==> src/hdl/tqla_pkg.sv <==
// Shared types, codes and value-table helpers for the tabular Q-learning agent.
package tqla_pkg;

   localparam logic [0:0] ACT_CHOOSE = 1'b0;
   localparam logic [0:0] ACT_LEARN  = 1'b1;

   localparam logic [1:0] MOVE_STAY  = 2'd0;
   localparam logic [1:0] MOVE_LEFT  = 2'd1;
   localparam logic [1:0] MOVE_RIGHT = 2'd2;
   localparam logic [1:0] MOVE_BAD   = 2'd3;

   localparam logic [0:0] CSR_GAMMA = 1'b0;
   localparam logic [0:0] CSR_ALPHA = 1'b1;

   localparam logic [16:0] GAMMA_RESET = 17'd58982;
   localparam logic [15:0] ALPHA_RESET = 16'd66;
   localparam logic signed [31:0] Q_RESET = 32'sd21845;
   localparam logic [16:0] ONE_Q16 = 17'h10000;
   localparam int GREEDY_SCALE = 1000;

   typedef struct packed {
      logic [0:0]         action;
      logic [12:0]        position;
      logic signed [15:0] velocity;
      logic [12:0]        next_position;
      logic signed [15:0] next_velocity;
      logic [1:0]         move;
      logic signed [15:0] reward;
      logic [9:0]         coin;
      logic [1:0]         random_move;
   } req_type;

   typedef struct packed {
      logic [1:0]         chosen_move;
      logic [0:0]         greedy;
      logic signed [31:0] new_value;
   } rsp_type;

   typedef enum logic [2:0] {
      ST_IDLE,
      ST_EVAL,
      ST_MUL1,
      ST_MUL2,
      ST_WB
   } state_type;

   typedef struct packed {
      logic mul1_en;
      logic mul2_en;
   } upd_ctl_type;

   // ties go to left, then stay over right only when strictly greater
   function automatic logic [1:0] best_move(logic signed [31:0] s, logic signed [31:0] l,
                                            logic signed [31:0] r);
      logic [1:0] m;
      if (l >= s && l >= r) begin
         m = MOVE_LEFT;
      end else if (s > r) begin
         m = MOVE_STAY;
      end else begin
         m = MOVE_RIGHT;
      end
      return m;
   endfunction

   function automatic logic signed [31:0] max3(logic signed [31:0] s, logic signed [31:0] l,
                                               logic signed [31:0] r);
      logic signed [31:0] m;
      m = l;
      if (s > m) begin
         m = s;
      end
      if (r > m) begin
         m = r;
      end
      return m;
   endfunction

endpackage

==> src/hdl/tqla_update.sv <==
// Two-stage multiply datapath for the Q-value update with 32-bit saturation.
module tqla_update (
   input  logic                  clock,
   input  tqla_pkg::upd_ctl_type ctl,
   input  logic [16:0]           gamma,
   input  logic [15:0]           alpha,
   input  logic signed [15:0]    reward,
   input  logic signed [31:0]    maxq,
   input  logic signed [31:0]    qold,
   output logic signed [31:0]    value
);
   import tqla_pkg::*;

   logic signed [17:0] gam_s;
   logic signed [17:0] alpha_s;
   logic signed [17:0] keep_s;
   logic signed [49:0] gm_in, gm_ff;
   logic signed [31:0] qold_ff;
   logic signed [34:0] target;
   logic signed [51:0] pnew_in, pnew_ff;
   logic signed [49:0] pold_in, pold_ff;
   logic signed [52:0] sum;
   logic signed [36:0] vfull;

   assign gam_s   = $signed({1'b0, gamma});
   assign alpha_s = $signed({2'b00, alpha});
   assign keep_s  = $signed({1'b0, ONE_Q16 - {1'b0, alpha}});

   assign gm_in = gam_s * maxq;

   always_ff @(posedge clock) begin
      if (ctl.mul1_en) begin
         gm_ff   <= gm_in;
         qold_ff <= qold;
      end
   end

   // target = reward * 2^16 + floor(gamma * maxq / 2^16)
   assign target  = 35'($signed({reward, 16'h0000})) + 35'(gm_ff >>> 16);
   assign pnew_in = alpha_s * target;
   assign pold_in = keep_s * qold_ff;

   always_ff @(posedge clock) begin
      if (ctl.mul2_en) begin
         pnew_ff <= pnew_in;
         pold_ff <= pold_in;
      end
   end

   assign sum   = 53'(pnew_ff) + 53'(pold_ff);
   assign vfull = 37'(sum >>> 16);

   always_comb begin
      if (vfull[36:31] == 6'b000000 || vfull[36:31] == 6'b111111) begin
         value = vfull[31:0];
      end else if (vfull[36]) begin
         value = 32'sh8000_0000;
      end else begin
         value = 32'sh7FFF_FFFF;
      end
   end

endmodule

==> config.mk <==
export PLATFORM = sky130hd
export DESIGN_NAME = tqla_update
export DESIGN_NICKNAME = d
export VERILOG_FILES = /design/src/hdl/tqla_pkg.sv /design/src/hdl/tqla_update.sv
export SDC_FILE = /design/constraint.sdc
export NUM_CORES = 2
export LEC_CHECK = 0
export ABC_AREA = 1
export CORE_ASPECT_RATIO = 2
export CORE_MARGIN = 4
export CORE_UTILIZATION = 65
export CTS_CLUSTER_DIAMETER = 40
export CTS_CLUSTER_SIZE = 30
export DETAILED_ROUTE_END_ITERATION = 8
export DONT_BUFFER_PORTS = 1
export HOLD_SLACK_MARGIN = 0.06
export PLACE_DENSITY = 0.81
export SETUP_SLACK_MARGIN = 0.1
export SYNTH_ARGS = -nofsm -noshare
export SYNTH_HDL_FRONTEND = slang
export SYNTH_SLANG_ARGS = --single-unit
export TNS_END_PERCENT = 10
==> constraint.sdc <==
create_clock -name clock -period 9.9 [get_ports clock]
set_clock_uncertainty 0.05 [all_clocks]
set_input_delay 0.495 -clock clock [delete_from_list [all_inputs] [get_ports clock]]
set_output_delay 0.495 -clock clock [all_outputs]
set_load 0.005 [all_outputs]
# Yosys cells after proc, flatten, opt, wreduce, memory -nomap -nowiden
# Index checks and enable logic that the tools add are counted.
# word_totals
in_bits	116
output_inout_bits	32
ff_bits	184
# classes
n_eq_ne	1
addsub	3
mux	2
reduce_logical	2
mul	3
# ops
cell	n
$mul A18 B32 Y50	2
$mux W32	2
$add A52 B50 Y53	1
$mul A17 B35 Y52	1
$add A32 B34 Y35	1
$sub A17 B16 Y17 const A	1
$eq A6 B6 Y1 const B	1
$logic_not A6 Y1	1
$logic_or A1 B1 Y1	1

# Logic depth before layout (Yosys ltp)
# depth
ltp_word	4
ltp_mapped	40
ltp_nobuf	39

# Worst setup path after synthesis
# OpenSTA, ideal clock, no wires.
# synth_timing
kind	input -> register
from	in reward[15]
to	reg pnew_ff[50], data pin
arrival_time_ps	6882
slack_ps	2709
n_path_buf	1
path_stages	29
cell_sequence	ha_1 -> inv_1 -> nor4_1 -> and2_1 -> nand2_1 -> nand4_1 -> nand2_1 -> nor2_1 -> inv_1 -> fa_1 -> inv_1 -> fa_1 -> clkbuf_1 -> inv_1 -> fa_1 -> fa_1 -> inv_1 -> fa_1 -> inv_1 -> fa_1 -> inv_1 -> ha_1 -> inv_1 -> nor3_1 -> nand2_1 -> o311ai_0 -> a31oi_1 -> nand2_1 -> xor2_1
# synth_via
elab_chain_len	2
# synth_lines
element	line	text
start: declaration	tqla_update.sv:7	input logic signed [15:0] reward,
$add A32 B34 Y35	tqla_update.sv:39	assign target = 35'($signed({reward, 16'h0000})) + 35'(gm_ff >>> 16);
$mul A17 B35 Y52	tqla_update.sv:40	assign pnew_in = alpha_s * target;
via pnew_in[50]	tqla_update.sv:20	logic signed [51:0] pnew_in, pnew_ff;
end signal: assignment	tqla_update.sv:45	pnew_ff <= pnew_in;
end: declaration	tqla_update.sv:20	
# The timed path passes the listed nets, and every way through them passes these cells.
# A chain may end at the register's enable or synchronous reset.

# Worst setup path in the final report
# layout_timing
from	reg gm_ff[35]
to	reg pnew_ff[40], data pin
# layout_via
elab_chain_len	2
# layout_lines
element	line	text
start: declaration	tqla_update.sv:17	logic signed [49:0] gm_in, gm_ff;
start signal: assignment	tqla_update.sv:33	gm_ff <= gm_in;
$add A32 B34 Y35	tqla_update.sv:39	
$mul A17 B35 Y52	tqla_update.sv:40	
via pnew_in[40]	tqla_update.sv:20	
# The timed path passes the listed nets, and every way through them passes these cells.

==> impl_metrics.toml <==
[flow_run]
max_cap_viol_count = 0

[clock_tree]
cts_tree = "built"
clock-sinks = 168
htreeDepth = 4
clockRootBuffer = "clkbuf_16"
clk_latency_ps = 530
cts_buffer_depth = 2
ctsResizeCount = 0
post_cts_buffers = 0
clk_pin_slew_worst_paths_ps = 80
cts_buffers = 17

[worst_setup_path]
required_ps = 10110
crit_start = "gm_ff[35]$_DFFE_PP_"
timing.rr.start = "gm_ff[35]$_DFFE_PP_"
start_kind = "register"
r2r-end = "pnew_ff[40]$_DFFE_PP_"
cp.arrival_ps = 8450
r2r_slack_ps = 1660
critPathSlowestCell = "fa_1"
crit_path_end_kind = "register"
cp_slowest_stage_delay_ps = 520
crit_type = "register to register"
rr_worst_depth = 30
crit_fanout = 11

[timing]
setup_violations = 0
hold_viol = 0
rsz0062_at_grt = "no"
fmax_ghz = 0.1214
final.setup.tns_ps = 0
drv_slew = 0
min_period_over_period = 0.8320
slew_headroom = 0.1947
holdWs_ps = 99.74
worst_pin_slew_ps = 1199
finalCriticalPeriod_ps = 8237
timing.final.ws_setup_ps = 1663

[grt]
grt_antenna_before_repair = 10
grt_pass1_vias = 63480
grt-ovfl-total = 0
grt_pass1_wl_mm = 335.3
grt_max_degree = 103
grtUsageTotal = 0.3985

[drt]
via_per_inst = 5.723
routed-via-count = 55800
drc = 0
antenna_left = 0
wire_per_inst_um = 22.05
wl_mm = 215.0
dr.pass1.iters = 9
drt_iter0_drc = 3348

[placed_design]
numPortBuffers = 0
dp_hpwl_mm = 180.3
post-place-ws_ps = 1568
globalplace.congestion = 1.096
place_area_sq_mm = 0.06915

[floorplan]
initial_core_util = 0.6540
die_h_um = 467.4
core_area_sq_mm = 0.1049
die_x_um = 237.7
ios = 148
rows = 168
die-area_sq_mm = 0.1111

[yosys]
yosysWarnings = 0
ys_ff_latch = 168
yosysSeqAreaShare = 0.07355
syn_area_sq_mm = 0.06859
yosys_most_used_dff = "edfxtp_1"
ys_types = 52
synth_nets = 10720
synth-edff-count = 168
async_reset_ff_frac = 0
synth.avg_cell_area_sq_um = 7.963
synthCells = 8614

[hold_path]
hold_path_end = "pnew_ff[34]$_DFFE_PP_"
hold_start = "ctl[0]"
hold_depth = 0
min_path_type = "input pin to register"

[finish]
fillers = 8741
nets = 10480
areaGrowthSynthToFinish_pct = 2.295
drive_gt1_frac = 0.02004
design_area_sq_mm = 0.07017

[outcome]
status = "completed"
==> stage by stage <==
| step | utilization | instances |
|---|---|---|
| after floorplan | - | 8614 |
| after global placement | 0.6593 | 9676 |
| after detailed placement | 0.6593 | 9676 |
| after CTS | 0.6686 | 9741 |
| after global routing | 0.6689 | 9746 |
| final | 0.6690 | 9750 |
==> Yosys cell counts, types with 30 or more instances <==
| library cell | instances | area, sq um |
|---|---|---|
| nand2_1 | 2106 | 7905 |
| a31oi_1 | 40 | 250.2 |
| xnor2_1 | 77 | 674.4 |
| nor2_1 | 507 | 1903 |
| a21oi_1 | 248 | 1241 |
| inv_1 | 2516 | 9444 |
| ha_1 | 426 | 5330 |
| o21ai_0 | 134 | 670.6 |
| xor2_1 | 102 | 893.4 |
| clkbuf_1 | 281 | 1055 |
| nand3_1 | 109 | 545.5 |
| fa_1 | 1566 | 31350 |
| nor2_2 | 30 | 187.7 |
| edfxtp_1 | 168 | 5045 |
==> state kept, by name, summed over array words and instances, names as in the netlist <==
signal and count:
qold_ff 32, gm_ff 34, pold_ff 50, pnew_ff 52
==> logic make-up (layout without fill, tap and decap cells) <==
kind of cell | after synthesis | in the layout | synth area share
DFF | 168 | 168 | 0.07355
other | 0 | 8 | 0
and+or+nand+nor | 2903 | 2903 | 0.1681
xor gates and xnor gates | 179 | 179 | 0.02286
adders and majority gates | 1992 | 1992 | 0.5347
AOI/OAI and AO/OA | 527 | 527 | 0.04349
buffers and inverters | 2845 | 2613 | 0.1573
==> layer usage <==
metal / GRT usage / routed length [um] / up-vias
li1: - / - / 24070
met1: 0.3644 / 60610 / 27340
met2: 0.7130 / 109800 / 2942
met3: 0.06449 / 14310 / 1450
met4: 0.4144 / 30200 / 2
met5: 0 / 83 / -
==> cell usage in the layout (no fill, tap or decap), types with 25 or more instances in the layout <==
cell           Yosys  layout
a31oi_1           40      40
ha_1             426     426
xor2_1           102     102
a21oi_1          248     248
xnor2_1           77      77
o21ai_0          134     134
nor2_1           507     507
inv_1           2516    2516
nand4_1           28      28
nand2_2           26      26
dlygate4sd3_1      0      32
fa_1            1566    1566
nand3_1          109     109
nor2_2            30      30
or2_2             25      25
nand2_1         2106    2106
edfxtp_1         168     168
==> final cells by class <==
cell class                 instances  area, sq um  share of cell area
tap                             1360         1702             0.02425
clock buffer                      17        425.4            0.006063
timing repair buffer              56        525.5            0.007489
inverter                        2525         9478              0.1351
sequential                       168         5045             0.07190
multi-input combinational       5601        52760              0.7519
clock inverter                    15        211.5            0.003014
antenna                            8        20.02           0.0002853
==> worst max path at each step <==
stage                             to  slack [ps]  cells past startpoint
2_1_floorplan  pnew_ff[50]$_DFFE_PP_        2710                     29
3_3_place_gp   pnew_ff[44]$_DFFE_PP_        1610                     31
3_5_place_dp   pnew_ff[40]$_DFFE_PP_        1570                     31
4_1_cts        pnew_ff[40]$_DFFE_PP_        1680                     31
5_1_grt        pnew_ff[46]$_DFFE_PP_        1070                     29
6_report       pnew_ff[40]$_DFFE_PP_        1660                     30
==> repair_timing <==
action / 4_1_cts / 5_1_grt
hold endpoints to repair: 51 / 27
hold buffers: 33 / 1
setup endpoints to repair: 0 / 0
==> worst max-delay path, delay by kind of cell (launching register included) <==
kind / cells / cell delay [ps]
compound gates: 4 / 860
xor+xnor: 1 / 390
fa+ha+maj: 8 / 3840
flops: 1 / 380
buf+inv: 5 / 320
simple gates: 12 / 2140
Power is left out: the tool's default activity adds up to more than one toggle a clock period on the data nets, which glitch-free logic cannot reach.
